--- config.mk ---
export PLATFORM = sky130hd
export DESIGN_NAME = fdu_sqrt_cell
export DESIGN_NICKNAME = d
export VERILOG_FILES = /design/src/design/fdu_pkg.sv /design/src/design/fdu_sqrt_cell.sv
export SDC_FILE = /design/constraint.sdc
export NUM_CORES = 1
export LEC_CHECK = 0
export ABC_AREA = 1
export BUFFER_PORTS_ARGS = -buffer_cell sky130_fd_sc_hd__buf_2
export CAP_MARGIN = 20
export CORE_AREA = 2 2 217 219
export CTS_BUF_LIST = sky130_fd_sc_hd__clkbuf_8
export DETAILED_ROUTE_END_ITERATION = 8
export DIE_AREA = 0 0 219 221
export HOLD_SLACK_MARGIN = 0.08
export PLACE_DENSITY = 0.48
export SKIP_LAST_GASP = 1
export SLEW_MARGIN = 15
export SYNTH_ARGS = -nofsm -noshare
export SYNTH_HDL_FRONTEND = slang
export SYNTH_SLANG_ARGS = --single-unit
--- constraint.sdc ---
create_clock -name clk -period 2.6 [get_ports clk]
set_clock_uncertainty 0.15 [all_clocks]
set_input_delay 0.39 -clock clk [delete_from_list [all_inputs] [get_ports clk]]
set_output_delay 0.39 -clock clk [all_outputs]
set_load 0.01 [all_outputs]
--- src/design/fdu_pkg.sv ---
// Package for the feature direction unit: widths, payload and pipeline types,
// and the sign/saturation helpers. No dependencies.
package fdu_pkg;

  localparam int COMP_W = 16;
  localparam int PW     = 2 * COMP_W;
  localparam int CW     = PW + 1;
  localparam int EXT_W  = 64;
  localparam int NGRP   = EXT_W / 8;
  localparam int POS_W  = $clog2(EXT_W);
  localparam int Q_W    = 31;
  localparam int Q_TOP  = Q_W - 1;
  localparam int SQ_W   = 2 * Q_W;
  localparam int ROOT_W = 32;
  localparam int SUM_W  = 2 * ROOT_W;
  localparam int SR_W   = ROOT_W + 2;
  localparam int DR_W   = ROOT_W + 1;
  localparam int NLANE  = 3;

  localparam logic [COMP_W-1:0] CMP_MAX  = {1'b0, {(COMP_W-1){1'b1}}};
  localparam logic [COMP_W-1:0] CMP_MIN  = {1'b1, {(COMP_W-1){1'b0}}};
  localparam logic [COMP_W-1:0] CMP_HALF = CMP_MIN;

  localparam logic MODE_WALL     = 1'b0;
  localparam logic MODE_FILAMENT = 1'b1;

  typedef struct packed {
    logic signed [COMP_W-1:0] a_x;
    logic signed [COMP_W-1:0] a_y;
    logic signed [COMP_W-1:0] a_z;
    logic signed [COMP_W-1:0] b_x;
    logic signed [COMP_W-1:0] b_y;
    logic signed [COMP_W-1:0] b_z;
  } fdu_in_t;

  typedef struct packed {
    logic signed [COMP_W-1:0] dir_x;
    logic signed [COMP_W-1:0] dir_y;
    logic signed [COMP_W-1:0] dir_z;
    logic                     degenerate;
  } fdu_out_t;

  typedef struct packed {
    logic                        valid;
    logic                        mode;
    logic                        deg;
    logic [NLANE-1:0]            sgn;
    logic [NLANE-1:0][COMP_W-1:0] wall;
  } fdu_ctl_t;

  typedef struct packed {
    fdu_ctl_t                  ctl;
    logic [NLANE-1:0][Q_W-1:0] q;
  } fdu_sq_side_t;

  function automatic logic [COMP_W-1:0] neg_sat(input logic [COMP_W-1:0] x);
    logic [COMP_W-1:0] r;
    if (x == CMP_MIN) r = CMP_MAX;
    else r = ~x + 1'b1;
    return r;
  endfunction

  function automatic logic [COMP_W-1:0] sign_fmt(input logic [COMP_W-1:0] mag,
                                                  input logic neg);
    logic [COMP_W-1:0] r;
    if (neg) r = ~mag + 1'b1;
    else if (mag == CMP_HALF) r = CMP_MAX;
    else r = mag;
    return r;
  endfunction

endpackage

--- src/design/fdu_sqrt_cell.sv ---
// One bit of the pipelined integer square root; carries the sideband along.
// Depends on fdu_pkg.
module fdu_sqrt_cell (
  input  logic                        clk,
  input  logic                        rst_n,
  input  logic [fdu_pkg::SUM_W-1:0]   s_in,
  input  logic [fdu_pkg::SR_W-1:0]    rem_in,
  input  logic [fdu_pkg::ROOT_W-1:0]  root_in,
  input  fdu_pkg::fdu_sq_side_t       side_in,
  output logic [fdu_pkg::SUM_W-1:0]   s_out,
  output logic [fdu_pkg::SR_W-1:0]    rem_out,
  output logic [fdu_pkg::ROOT_W-1:0]  root_out,
  output fdu_pkg::fdu_sq_side_t       side_out
);
  import fdu_pkg::*;

  logic [SR_W+1:0] sh;
  logic [SR_W+1:0] trial;
  logic [SR_W+1:0] diff;
  logic            ge;

  always_comb begin
    sh    = {rem_in, s_in[SUM_W-1 -: 2]};
    trial = {2'b00, root_in, 2'b01};
    diff  = sh - trial;
    ge    = (sh >= trial);
  end

  always_ff @(posedge clk) begin
    if (!rst_n) begin
      side_out.ctl.valid <= 1'b0;
    end else begin
      side_out.ctl.valid <= side_in.ctl.valid;
    end
  end

  always_ff @(posedge clk) begin
    s_out                <= s_in << 2;
    rem_out              <= ge ? diff[SR_W-1:0] : sh[SR_W-1:0];
    root_out             <= {root_in[ROOT_W-2:0], ge};
    side_out.q           <= side_in.q;
    side_out.ctl.mode    <= side_in.ctl.mode;
    side_out.ctl.deg     <= side_in.ctl.deg;
    side_out.ctl.sgn     <= side_in.ctl.sgn;
    side_out.ctl.wall    <= side_in.ctl.wall;
  end

endmodule

==> run_summary.xml <==
<?xml version="1.0" encoding="UTF-8"?>
<metrics>
  <group name="drt">
    <metric name="wire_per_inst" unit="um">17.4</metric>
    <metric name="detail_route.vias_per_cell" unit="">3.78</metric>
    <metric name="drtIter0Drc" unit="">294</metric>
    <metric name="drc" unit="">0</metric>
    <metric name="totalWireLength" unit="mm">42.9</metric>
    <metric name="drtPass1Iterations" unit="">4</metric>
    <metric name="postRouteAntennaNets" unit="">0</metric>
    <metric name="dr_total_vias" unit="">9303</metric>
  </group>
  <group name="synth">
    <metric name="post_synthesis_cell_count" unit="">924</metric>
    <metric name="synth-seq-area-share" unit="%">64.1</metric>
    <metric name="synth.yosys.warnings" unit="">0</metric>
    <metric name="ys_seq_elements" unit="">275</metric>
    <metric name="post_synth.cell_area_avg" unit="um^2">9.29</metric>
    <metric name="distinct_cell_type_count_of_the_synthesized_netlist" unit="">25</metric>
    <metric name="netlist_area" unit="um^2">8590</metric>
  </group>
  <group name="power_and_ir_drop">
    <metric name="powerDensity" unit="nW/um^2">680</metric>
    <metric name="share_seq_of_total_power" unit="%">42.2</metric>
    <metric name="internal-power" unit="mW">7.96</metric>
    <metric name="power_switching" unit="mW">2.95</metric>
    <metric name="sw_frac_of_total" unit="%">27.0</metric>
    <metric name="power_total" unit="mW">10.9</metric>
    <metric name="power.ir.vdd_worst" unit="V">0.000462</metric>
    <metric name="total_leakage_power" unit="nW">8.40</metric>
    <metric name="clock_power_share" unit="%">40.3</metric>
    <metric name="combinationalPowerShare" unit="%">17.5</metric>
  </group>
  <group name="placed_design">
    <metric name="globalplace.congestion" unit="">0.875</metric>
    <metric name="placement.io_buffers" unit="">553</metric>
    <metric name="placed_cells_incl_taps" unit="">2097</metric>
    <metric name="detailedPlacementHpwl" unit="mm">33.7</metric>
  </group>
  <group name="global_route">
    <metric name="pin_count_of_the_biggest_net_entering_global_routing" unit="">21</metric>
    <metric name="global_route_wire_length_before_repair" unit="mm">61.0</metric>
    <metric name="grt_antenna_before_repair" unit="">9</metric>
    <metric name="number_of_global_route_vias_before_repair" unit="">9857</metric>
    <metric name="grt_overflow" unit="">0</metric>
    <metric name="global_route.usage.total" unit="%">17.1</metric>
  </group>
  <group name="sta">
    <metric name="layout_min_cycle_time" unit="ns">2.47</metric>
    <metric name="setup_repair_after_global_routing_missed_its_margin" unit="">no</metric>
    <metric name="whs" unit="ns">0.201</metric>
    <metric name="final.period_utilization" unit="%">95.2</metric>
    <metric name="maxSlewViolCount" unit="">0</metric>
    <metric name="timing_hold_violations_final" unit="">0</metric>
    <metric name="max_freq" unit="GHz">0.404</metric>
    <metric name="final-setup-viol-count" unit="">0</metric>
    <metric name="fin_tns_setup" unit="ns">0</metric>
  </group>
  <group name="layout">
    <metric name="seqCellArea" unit="um^2">5510</metric>
    <metric name="post_layout_nonfiller_instances" unit="">2460</metric>
    <metric name="nNetsFinal" unit="">2130</metric>
    <metric name="area_of_combinational_cells_with_multiple_inputs" unit="um^2">2490</metric>
    <metric name="flow.area_growth_from_synthesis" unit="%">86.9</metric>
    <metric name="fill_cells" unit="">4864</metric>
    <metric name="finalCoreUtilization" unit="%">34.9</metric>
    <metric name="drive_above_1_share" unit="%">36.2</metric>
  </group>
  <group name="worst_setup_path">
    <metric name="crit_chain" unit="">dlygate4sd3_1 -&gt; buf_2 -&gt; inv_1 -&gt; ha_1 -&gt; buf_4 -&gt; nand2_1 -&gt; nor2_1 -&gt; nand2_1 -&gt; nor2_1 -&gt; o21ai_0 -&gt; nand3_1 -&gt; nand2_1 -&gt; nand3_1 -&gt; nand2_1</metric>
    <metric name="timing.critical_path.arrival" unit="ns">2.80</metric>
    <metric name="crit_fanout" unit="">4</metric>
    <metric name="timing.critical_path.from_type" unit="">primary input</metric>
    <metric name="critPathCaptureType" unit="">register</metric>
    <metric name="crit_slowest_cell" unit="">sky130_fd_sc_hd__dlygate4sd3_1</metric>
    <metric name="startpoint_to_endpoint_class_of_the_critical_path" unit="">in2reg</metric>
    <metric name="path_common_cell" unit="">sky130_fd_sc_hd__nand2_1</metric>
    <metric name="critical_path_required" unit="ns">2.93</metric>
    <metric name="slowest_delay" unit="ns">0.54</metric>
  </group>
  <group name="floorplan">
    <metric name="die_width" unit="um">219</metric>
    <metric name="die-height" unit="um">221</metric>
    <metric name="ios" unit="">556</metric>
    <metric name="start_util" unit="%">18.6</metric>
    <metric name="coreArea" unit="um^2">46100</metric>
    <metric name="placementRows" unit="">79</metric>
    <metric name="fp.dieArea" unit="um^2">48400</metric>
  </group>
  <group name="clock_tree">
    <metric name="cts.root.buffer_cell" unit="">sky130_fd_sc_hd__clkbuf_8</metric>
    <metric name="clkSinkCount" unit="">275</metric>
    <metric name="clock_tree.buffer_depth" unit="">3</metric>
    <metric name="cts_tree" unit="">yes</metric>
    <metric name="h_tree_lvl_count" unit="">2</metric>
    <metric name="clkTransAtPathRegs" unit="ns">0.06</metric>
    <metric name="tritoncts.num_buffers" unit="">50</metric>
    <metric name="postCtsSetupRepairBufs" unit="">0</metric>
  </group>
  <group name="run_status">
    <metric name="status" unit="">finished, final reports clean</metric>
  </group>
  <group name="flow_run">
    <metric name="timing.max_cap.violations" unit="">0</metric>
  </group>
  <group name="hold_path">
    <metric name="hp-class" unit="">in2reg</metric>
  </group>
</metrics>
[synthesized netlist by cell type]
cell                       instances  share of area [%]
sky130_fd_sc_hd__inv_1           140                6.1
sky130_fd_sc_hd__nand3b_1          4               0.35
sky130_fd_sc_hd__inv_4             1              0.073
sky130_fd_sc_hd__nand2_1         284                 12
sky130_fd_sc_hd__dfxtp_1         275                 64
sky130_fd_sc_hd__o21bai_1          4               0.35
sky130_fd_sc_hd__xor2_1           15                1.5
sky130_fd_sc_hd__nand3_1          38                2.2
sky130_fd_sc_hd__nand3_2           2               0.23
sky130_fd_sc_hd__conb_1            1              0.044
sky130_fd_sc_hd__nand2_2           5               0.36
sky130_fd_sc_hd__ha_1             34                5.0
sky130_fd_sc_hd__nor2_2            6               0.44
sky130_fd_sc_hd__o21ai_0          12               0.70
sky130_fd_sc_hd__nor2_1           53                2.3
sky130_fd_sc_hd__and2_1            2               0.15
sky130_fd_sc_hd__xnor2_1           3               0.31
sky130_fd_sc_hd__nand4_1           6               0.44
sky130_fd_sc_hd__nor4_1            1              0.073
sky130_fd_sc_hd__a21oi_1          24                1.4
sky130_fd_sc_hd__nand2_8           1               0.23
sky130_fd_sc_hd__buf_4             5               0.44
sky130_fd_sc_hd__a21oi_2           2               0.20
sky130_fd_sc_hd__nor3_1            3               0.17
sky130_fd_sc_hd__buf_6             3               0.39
[registers in the layout (all words and copies together) (netlist names)]
signal and count:
root_out 32, side_out 147, rem_out 34, s_out 62
[stage by stage]
stage,area [um^2],setup WS (ns)
after floorplan,8590,0.578
after global placement,12200,0.119
after detailed placement,12200,0.0734
after CTS,16000,0.173
after global routing,16100,0.00367
final,16100,0.125
[area by class of cell]
type	instances	share of cell area [%]
diodes	3	0.0468
clock buffers	62	5.31
clock inverters	23	1.35
inverters	141	3.31
multi-input cells	501	15.5
flip-flops and latches	275	34.3
well taps	607	4.73
repair buffers	848	35.5
[critical path: cells and delay by family]
kind / cells / cell delay, ns
AOI/OAI and AO/OA: 1 / 0.16
buffers and inverters: 4 / 0.89
and+or+nand+nor: 8 / 1.07
adders and majority gates: 1 / 0.29
[cells in the final DEF (no fill, tap or decap)]
cell,netlist,routed
sky130_fd_sc_hd__nor4_1,1,1
sky130_fd_sc_hd__nand3b_1,4,4
sky130_fd_sc_hd__xor2_1,15,15
sky130_fd_sc_hd__o21bai_1,4,4
sky130_fd_sc_hd__nand3_2,2,2
sky130_fd_sc_hd__xnor2_1,3,3
sky130_fd_sc_hd__nor3_1,3,3
sky130_fd_sc_hd__nand4_1,6,6
sky130_fd_sc_hd__o21ai_0,12,12
sky130_fd_sc_hd__dfxtp_1,275,275
sky130_fd_sc_hd__buf_2,0,553
sky130_fd_sc_hd__nand2_2,5,5
sky130_fd_sc_hd__conb_1,1,2
sky130_fd_sc_hd__diode_2,0,3
sky130_fd_sc_hd__dlygate4sd3_1,0,275
sky130_fd_sc_hd__nand2_1,284,284
sky130_fd_sc_hd__buf_4,5,18
sky130_fd_sc_hd__inv_1,140,147
sky130_fd_sc_hd__a21oi_1,24,24
sky130_fd_sc_hd__nand3_1,38,38
sky130_fd_sc_hd__ha_1,34,34
sky130_fd_sc_hd__clkinv_4,0,1
sky130_fd_sc_hd__nor2_1,53,52
sky130_fd_sc_hd__buf_12,0,2
sky130_fd_sc_hd__and2_1,2,2
sky130_fd_sc_hd__clkbuf_8,0,62
sky130_fd_sc_hd__clkinvlp_4,0,1
sky130_fd_sc_hd__bufinv_16,0,4
sky130_fd_sc_hd__inv_6,0,1
sky130_fd_sc_hd__nand2_8,1,1
sky130_fd_sc_hd__inv_4,1,1
sky130_fd_sc_hd__clkinv_2,0,9
sky130_fd_sc_hd__nor2_2,6,7
sky130_fd_sc_hd__a21oi_2,2,2
[routing by layer]
metal / part of all wire (%) / track usage, % / up-vias / wire length, um
li1: - / - / 4596 / -
met1: 38 / 17.9 / 4242 / 16200
met2: 50 / 30.5 / 356 / 21300
met3: 7.4 / 5.44 / 101 / 3190
met4: 5.0 / 9.11 / 8 / 2140
met5: 0.13 / 0 / - / 55
[kinds of logic (layout without fill, tap and decap cells)]
family                     count (synthesis)  after routing  share of synthesized area, %
AOI/OAI and AO/OA                         42             42                          2.65
xor gates and xnor gates                  18             18                          1.84
adders and majority gates                 34             34                          4.95
buffers and inverters                    149           1074                          7.02
DFF                                      275            275                          64.1
other                                      1              5                        0.0437
and+or+nand+nor                          405            405                          19.4
[power groups by stage]
stage,clock [mW],combinational [mW],sequential [mW]
3_3_place_gp,0,1.57,4.70
2_1_floorplan,0,0.548,4.86
3_5_place_dp,0,1.57,4.70
6_report,4.39,1.91,4.61
5_1_grt,4.77,2.09,4.64
4_1_cts,4.60,1.93,4.61
[path summary, 6_finish.rpt]
| kind | from | to | slack [ns] | depth (start not counted) |
|---|---|---|---|---|
| setup / recovery | root_in[18] | rem_out[25] | 0.13 | 14 |
| hold / removal | root_in[31] | rem_out[33] | 0.20 | 6 |
[timing repair]
| item | in CTS | in global routing |
|---|---|---|
| resized for setup | 0 | 1 |
| hold endpoints to repair | 274 | 0 |
| hold buffers | 275 | 0 |
| endpoints found under the setup margin | 0 | 3 |
Note: power is estimated with default switching activity, not from simulation.
