### config.mk
export PLATFORM = sky130hd
export DESIGN_NAME = fdu_div_cell
export DESIGN_NICKNAME = d
export VERILOG_FILES = /design/src/design/fdu_pkg.sv /design/src/design/fdu_div_cell.sv
export SDC_FILE = /design/constraint.sdc
export NUM_CORES = 1
export LEC_CHECK = 0
export ABC_CLOCK_PERIOD_IN_PS = 4700
export BUFFER_PORTS_ARGS = -buffer_cell sky130_fd_sc_hd__buf_4
export CORE_AREA = 4 4 194 196
export DETAILED_ROUTE_END_ITERATION = 8
export DIE_AREA = 0 0 198 200
export PLACE_DENSITY = 0.64
export SLEW_MARGIN = 20
export SYNTH_ARGS = -nofsm -noshare
export SYNTH_HDL_FRONTEND = slang
export SYNTH_SLANG_ARGS = --single-unit
export TNS_END_PERCENT = 30
### constraint.sdc
create_clock -name clk -period 4.7 [get_ports clk]
set_input_delay 0.94 -clock clk [delete_from_list [all_inputs] [get_ports clk]]
set_output_delay 0.94 -clock clk [all_outputs]
set_load 0.05 [all_outputs]
### src/design/fdu_pkg.sv
// Package for the feature direction unit: widths, payload and pipeline types,
// and the sign/saturation helpers. No dependencies.
package fdu_pkg;

  localparam int COMP_W = 16;
  localparam int PW     = 2 * COMP_W;
  localparam int CW     = PW + 1;
  localparam int EXT_W  = 64;
  localparam int NGRP   = EXT_W / 8;
  localparam int POS_W  = $clog2(EXT_W);
  localparam int Q_W    = 31;
  localparam int Q_TOP  = Q_W - 1;
  localparam int SQ_W   = 2 * Q_W;
  localparam int ROOT_W = 32;
  localparam int SUM_W  = 2 * ROOT_W;
  localparam int SR_W   = ROOT_W + 2;
  localparam int DR_W   = ROOT_W + 1;
  localparam int NLANE  = 3;

  localparam logic [COMP_W-1:0] CMP_MAX  = {1'b0, {(COMP_W-1){1'b1}}};
  localparam logic [COMP_W-1:0] CMP_MIN  = {1'b1, {(COMP_W-1){1'b0}}};
  localparam logic [COMP_W-1:0] CMP_HALF = CMP_MIN;

  localparam logic MODE_WALL     = 1'b0;
  localparam logic MODE_FILAMENT = 1'b1;

  typedef struct packed {
    logic signed [COMP_W-1:0] a_x;
    logic signed [COMP_W-1:0] a_y;
    logic signed [COMP_W-1:0] a_z;
    logic signed [COMP_W-1:0] b_x;
    logic signed [COMP_W-1:0] b_y;
    logic signed [COMP_W-1:0] b_z;
  } fdu_in_t;

  typedef struct packed {
    logic signed [COMP_W-1:0] dir_x;
    logic signed [COMP_W-1:0] dir_y;
    logic signed [COMP_W-1:0] dir_z;
    logic                     degenerate;
  } fdu_out_t;

  typedef struct packed {
    logic                        valid;
    logic                        mode;
    logic                        deg;
    logic [NLANE-1:0]            sgn;
    logic [NLANE-1:0][COMP_W-1:0] wall;
  } fdu_ctl_t;

  typedef struct packed {
    fdu_ctl_t                  ctl;
    logic [NLANE-1:0][Q_W-1:0] q;
  } fdu_sq_side_t;

  function automatic logic [COMP_W-1:0] neg_sat(input logic [COMP_W-1:0] x);
    logic [COMP_W-1:0] r;
    if (x == CMP_MIN) r = CMP_MAX;
    else r = ~x + 1'b1;
    return r;
  endfunction

  function automatic logic [COMP_W-1:0] sign_fmt(input logic [COMP_W-1:0] mag,
                                                  input logic neg);
    logic [COMP_W-1:0] r;
    if (neg) r = ~mag + 1'b1;
    else if (mag == CMP_HALF) r = CMP_MAX;
    else r = mag;
    return r;
  endfunction

endpackage

### src/design/fdu_div_cell.sv
// One quotient bit of the three-lane restoring divider; carries control along.
// Depends on fdu_pkg.
module fdu_div_cell (
  input  logic                                         clk,
  input  logic                                         rst_n,
  input  logic [fdu_pkg::NLANE-1:0][fdu_pkg::DR_W-1:0]   rem_in,
  input  logic [fdu_pkg::NLANE-1:0][fdu_pkg::COMP_W-1:0] quot_in,
  input  logic [fdu_pkg::COMP_W-1:0]                   low_in,
  input  logic [fdu_pkg::DR_W-1:0]                     d_in,
  input  fdu_pkg::fdu_ctl_t                            ctl_in,
  output logic [fdu_pkg::NLANE-1:0][fdu_pkg::DR_W-1:0]   rem_out,
  output logic [fdu_pkg::NLANE-1:0][fdu_pkg::COMP_W-1:0] quot_out,
  output logic [fdu_pkg::COMP_W-1:0]                   low_out,
  output logic [fdu_pkg::DR_W-1:0]                     d_out,
  output fdu_pkg::fdu_ctl_t                            ctl_out
);
  import fdu_pkg::*;

  logic [NLANE-1:0][DR_W:0]   sh;
  logic [NLANE-1:0][DR_W:0]   diff;
  logic [NLANE-1:0]           ge;
  logic [NLANE-1:0][DR_W-1:0] rem_nxt;

  always_comb begin
    for (int i = 0; i < NLANE; i++) begin
      sh[i]      = {rem_in[i], low_in[COMP_W-1]};
      diff[i]    = sh[i] - {1'b0, d_in};
      ge[i]      = (sh[i] >= {1'b0, d_in});
      rem_nxt[i] = ge[i] ? diff[i][DR_W-1:0] : sh[i][DR_W-1:0];
    end
  end

  always_ff @(posedge clk) begin
    if (!rst_n) begin
      ctl_out.valid <= 1'b0;
    end else begin
      ctl_out.valid <= ctl_in.valid;
    end
  end

  always_ff @(posedge clk) begin
    for (int i = 0; i < NLANE; i++) begin
      rem_out[i]  <= rem_nxt[i];
      quot_out[i] <= {quot_in[i][COMP_W-2:0], ge[i]};
    end
    low_out      <= low_in << 1;
    d_out        <= d_in;
    ctl_out.mode <= ctl_in.mode;
    ctl_out.deg  <= ctl_in.deg;
    ctl_out.sgn  <= ctl_in.sgn;
    ctl_out.wall <= ctl_in.wall;
  end

endmodule

==> run metrics, run 1 <==
Fin Hold WS 0.485 ns; P_int around 0.0045 W; max_slew headroom between 50% and 60%; CTS tree built; # resized after CTS 0; GRT busiest layer met2; mapped cell area around 11000 sq um; FILL cells 3483; HP Class input pin to flop; YS warnings 0; nets@finish between 2000 and 2500; chip height approximately 200 microns; met2 GRT Util 37.8%; area delta synth->final 46.3%; routed len/inst 18.9 microns; vias post-DR 10700; grt ovf 0; Core ar. 36100 sq um; Multi-input gate area 5940 sq um; Psw around 0.0027 W; first-pass GRT wire length 59600 microns; clk slew on worst S/H paths ~0.060 ns; Initial Utilization between 30% and 40%; CP Data Arrival Time 4.39 ns; root buf cell clkbuf_16; Synthesized Nets around 1600; drt first pass iters 5; Post-synth ARST share 0%; register share of total power between 30 and 40%; DR vias/cell 4.86; hold-fix buffers at CTS 0; sequential area share after synthesis 44.1%; grt met1 use 20.5%; Critical Path Fanout Max 42; CTS sink cnt 249; most frequent cells in the layout buf_4, dfxtp_1, nand2_1; Fmax achieved 253 MHz; setup_tns 0 ns; buffer count from post-CTS setup fixing 0; gpl congestion 0.931; Clk pwr share 31.3%; IO Count 502; clock buffer depth 3; commonest non-fill, non-tap cell in the layout buf_4; ys flop type dfxtp_1; largest net degree at the start of global routing 43; vias in the first global route 10500; synth unique cells 70; # Max-Cap Violations 0; Synth Area per Inst 9.38 sq um; Setup-failing EPs final 0; Slew Limit Fails 0; Die Area 39600 sq um; DP HPWL 34800 microns; fin crit share a little over four fifths; worst hold endpoint quot_out[47]; status complete, no violations; row count 70; minimum clock period 3.95 ns; initial antenna violation count 4; ratio of cells with drive above 1 in the final layout approximately a third; Gate power share 34.7%; Sw Ratio approximately 37%; worst hold start quot_in[46]; P_leak 7.81 nW; CP Capture Type flop; crit start category input pin; drt total wl 41600 microns; FF+latch count, synth 249; Cell Pwr Density 435 nW/um^2; Hold Crit Depth 1; RSZ-0062 raised after global routing no; H-Tree Level Count 1; IO Port Bufs 497; register area 4980 sq um; Worst Path Required 5.14 ns; DR iter-0 viols ~360; Total Routing Usage GR about a fifth; Mapped Cells 1205; met3 Usage GRT 3.64%; CP Class input pin to flop; post-route ant nets 0; Die X 198 microns; # DRC 0; Peak VDD IR 0.382 mV; total CTS buffers 29; Post-synth EDFFs 0; worst-margin pin slew 0.610 ns; final number of hold-violating endpoints 0
-- cells in the mapped netlist (12+ instances only) --
cell / instances / area, sq um
o21a_1: 12 / 90.1
mux2_2: 13 / 146
o21ai_0: 85 / 425
xnor2_1: 46 / 403
nand2_1: 114 / 428
a211oi_1: 15 / 113
clkbuf_1: 22 / 82.6
nor3_1: 15 / 75.1
ha_1: 97 / 1210
nand3_1: 14 / 70.1
nor2_1: 74 / 278
xor2_1: 42 / 368
a21oi_1: 101 / 505
a31oi_1: 12 / 75.1
inv_1: 57 / 214
a21o_1: 42 / 315
o21ai_1: 24 / 120
o21bai_1: 12 / 90.1
nand4_1: 21 / 131
o31ai_1: 14 / 105
dfxtp_1: 249 / 4980
-- worst max-delay path, stage by stage --
cell,delay [ns]
buf_4,0.14
inv_1,0.06
ha_1,0.25
inv_1,0.16
fa_1,0.45
a211oi_1,0.35
o21a_1,0.26
o31ai_4,0.12
a31oi_4,0.28
o31ai_2,0.14
a311o_2,0.45
a21oi_4,0.20
buf_12,0.21
mux2_1,0.34
-- metal layers --
| layer | share of wire (%) | vias up | wire length, microns |
|---|---|---|---|
| li1 | - | 5292 | - |
| met1 | 36 | 4963 | 15000 |
| met2 | 54 | 371 | 22400 |
| met3 | 6.7 | 75 | 2790 |
| met4 | 3.5 | 0 | 1460 |
| met5 | 0 | - | 0 |
-- kinds of logic after synthesis --
logic type | count (synthesis) | synth area share, %
fa+ha+maj | 100 | 11.3
mux | 17 | 1.68
compound gates | 371 | 21.1
other cells | 1 | 0.0332
buf+inv | 92 | 3.48
simple gates | 287 | 11.5
xor+xnor | 88 | 6.82
flops | 249 | 44.1
-- area by class of cell --
cell class,count,area share (%)
diodes,4,0.0605
clock inverters,16,0.969
multi-input cells,864,35.9
flip-flops and latches,249,30.1
inverters,57,1.29
well taps,468,3.54
repair buffers,506,23.2
clock buffers,36,4.85
-- metrics by stage --
| step | total power, W | util (%) | cells | area (sq um) | worst slack [ns] |
|---|---|---|---|---|---|
| 2_1_floorplan | 0.00413 | - | 1205 | 11300 | 0.922 |
| 3_3_place_gp | 0.00497 | 43.1 | 2144 | 15600 | 0.289 |
| 3_5_place_dp | 0.00499 | 43.1 | 2144 | 15600 | 0.246 |
| 4_1_cts | 0.00728 | 45.8 | 2196 | 16500 | 0.830 |
| 5_1_grt | 0.00750 | 45.8 | 2200 | 16500 | 0.623 |
| 6_report | 0.00719 | 45.8 | 2200 | 16500 | 0.751 |
-- worst max-delay path by stage --
| stage | startpoint | endpoint | slack (ns) | cells past startpoint |
|---|---|---|---|---|
| global placement | low_in[15] | rem_out[67] | 0.29 | 14 |
| CTS | low_in[15] | rem_out[67] | 0.83 | 14 |
| detailed placement | low_in[15] | rem_out[67] | 0.25 | 14 |
| finish | low_in[15] | rem_out[67] | 0.75 | 14 |
| floorplan | low_in[15] | rem_out[67] | 0.92 | 13 |
| global route | low_in[15] | rem_out[80] | 0.62 | 16 |
-- power by group through the flow --
| stage | logic [W] | clock network, W | registers, W |
|---|---|---|---|
| floorplan | 0.000768 | 0 | 0.00336 |
| global placement | 0.00249 | 0 | 0.00248 |
| detailed placement | 0.00250 | 0 | 0.00248 |
| CTS | 0.00251 | 0.00233 | 0.00244 |
| global route | 0.00265 | 0.00239 | 0.00246 |
| finish | 0.00250 | 0.00225 | 0.00244 |
-- state kept, by name (all words and copies together) (netlist names) --
signal and count:
d_out 33, quot_out 48, rem_out 99, low_out 15, ctl_out 54
No activity file was read; power rests on OpenSTA's default activity.
==> run 2, diff against run 1 <==
ABC_CLOCK_PERIOD_IN_PS = 3900   (was 4700)
clock period = 3.9 ns   (was 4.7 ns; I/O delays follow)
==> run 2 against run 1 <==
Die area unchanged. First-iteration DRC count down 6.2%. Combinational power increased by 24%. Cell area up 2.3%. Clock-buffer cell count increased by 2. Core utilization is 1.1 points higher. Power rose by 23%. Critical path type unchanged. Largest power group unchanged. Clock power up 24%.
==> run metrics, run 2 (synthesis gave the netlist of run 1 again) <==
status complete, no violations; Multi-input gate area 5940 sq um (unchanged); Core ar. 36100 sq um (unchanged); fin crit share about 87%; commonest non-fill, non-tap cell in the layout buf_4; total CTS buffers 30 (+3.4%); final worst slack 0.498 ns (-0.253 ns); initial antenna violation count 4 (unchanged); Worst Path Required 4.36 ns (-0.78 ns); DP HPWL 35300 microns (+1.3%); CTS tree built; CP Data Arrival Time 3.86 ns (-0.53 ns); Total Routing Usage GR 19.7% (+0.39 points); largest net degree at the start of global routing 32 (-26%); CP Class input pin to flop; worst-margin pin slew 0.552 ns (-0.0580 ns); worst hold endpoint low_out[2]; clk slew on worst S/H paths 0.06 ns (about the same); hold-fix buffers at CTS 0 (unchanged); grt ovf 0 (unchanged); Slew Limit Fails 0 (unchanged); drt first pass iters 5 (unchanged); # resized after CTS 0 (unchanged); drt total wl 42300 microns (+1.5%); routed len/inst 18.8 microns (-0.63%); DR iter-0 viols 334 (-6.2%); nets@finish 2105 (+2.2%); H-Tree Level Count 1 (unchanged); IO Port Bufs 497 (unchanged); first-pass GRT wire length 61000 microns (+2.3%); post-route ant nets 0 (unchanged); max_slew headroom 62.7% (+3.9 points); vias in the first global route 10900 (+3.4%); Critical Path Fanout Max 3 (-93%); Initial Utilization 31.3% (unchanged); clock buffer depth 3 (unchanged); crit path launch low_in[15]; FILL cells 3431 (-1.5%); final number of hold-violating endpoints 0 (unchanged); max reg flops 99 (unchanged); design area 16900 sq um (+2.3%); Die Area 39600 sq um (unchanged); minimum clock period 3.40 ns; Hold Crit Depth 1 (unchanged); dpl cell area 15900 sq um (+2.3%); crit start category input pin; most frequent cells in the layout buf_4, dfxtp_1, nand2_1; register with the most flip-flops rem_out; RSZ-0062 raised after global routing no; gpl congestion 0.924 (-0.82%); CTS sink cnt 249 (unchanged); Worst Setup Slack post-DPL -0.00719 ns (-0.253 ns); DR vias/cell 4.85 (-0.19%); root buf cell clkbuf_16; CP Capture Type flop; buffer count from post-CTS setup fixing 0 (unchanged); Cell Pwr Density 521 nW/um^2 (+20%); Fmax achieved 294 MHz; worst hold start low_in[1]; Peak VDD IR 0.451 mV (+18%); HP Class input pin to flop; # DRC 0 (unchanged); vias post-DR 10900 (+1.9%); area delta synth->final 49.7%; IO Count 502 (unchanged); chip height 200 microns (unchanged); Regs by FF count rem_out x99, ctl_out x54, quot_out x48; P_leak 8.03 nW (+2.9%); Setup-failing EPs final 0 (unchanged); register area 4980 sq um (unchanged); row count 70 (unchanged); Die X 198 microns (unchanged); ratio of cells with drive above 1 in the final layout 35.8% (+1.6 points); # Max-Cap Violations 0 (unchanged)
==> run 2: cell types whose count changed in the layout (fill, tap and decap cells not counted) <==
cell / before / now
clkbuf_8: 5 / 4
clkinvlp_4: 0 / 2
clkbuf_16: 29 / 30
buf_12: 3 / 4
buf_4: 503 / 547
inv_6: 2 / 4
clkinv_16: 0 / 1
clkbuf_1: 2 / 4
clkinv_4: 6 / 1
==> run 2: report_power, final <==
part	switching (W)	total (W)	internal [W]
clock network	0.00115	0.00279	0.00164
logic	0.00201	0.00309	0.00108
registers	0.0000912	0.00294	0.00285
total	0.00325	0.00881	0.00556
==> run 2: worst max-delay path: stages <==
cell and delay [ns]:
buf_4 0.11, inv_1 0.05, ha_1 0.17, inv_1 0.09, buf_4 0.14, fa_1 0.39
a211oi_1 0.32, o21ai_0 0.22, a211oi_1 0.28, buf_4 0.17, nor2_1 0.06, a31oi_1 0.26
o21ai_0 0.24, a31oi_1 0.27, xor2_1 0.20, o21ai_0 0.09
==> run 2: cell type report <==
| class | instances | share of cell area (%) |
|---|---|---|
| clock inverters | 16 | 1.06 |
| multi-input cells | 864 | 35.1 |
| inverters | 57 | 1.26 |
| repair buffers | 551 | 24.7 |
| well taps | 468 | 3.46 |
| diodes | 4 | 0.0592 |
| clock buffers | 38 | 4.85 |
| flip-flops and latches | 249 | 29.5 |
==> run 2: per-layer routing <==
metal / part of all wire [%] / GRT usage (%) / vias to the layer above
met3: 5.7 / 3.61 / 78
met4: 3.9 / 7.40 / 0
met2: 53 / 38.2 / 378
li1: - / - / 5389
met1: 37 / 21.1 / 5064
met5: 0 / 0 / -
==> run 2: stage by stage <==
step | total power, W | hold WS, ns | TNS (ns) | instances | utilization, %
after floorplan | 0.00498 | 0.808 | 0 | 1205 | -
after global placement | 0.00606 | 0.885 | 0 | 2189 | 44.1
after detailed placement | 0.00608 | 0.886 | -0.0163 | 2189 | 44.1
after CTS | 0.00893 | 0.264 | 0 | 2243 | 46.9
after global routing | 0.00922 | 0.266 | 0 | 2247 | 46.9
final | 0.00881 | 0.307 | 0 | 2247 | 46.9
==> run 2: how the worst max path moves through the flow <==
stage	depth (start not counted)	slack (ns)	end
floorplan	13	0.28	rem_out[67]
global placement	15	0.001	rem_out[36]
detailed placement	15	-0.007	rem_out[36]
CTS	14	0.59	rem_out[67]
global route	15	0.37	rem_out[32]
finish	16	0.50	rem_out[22]
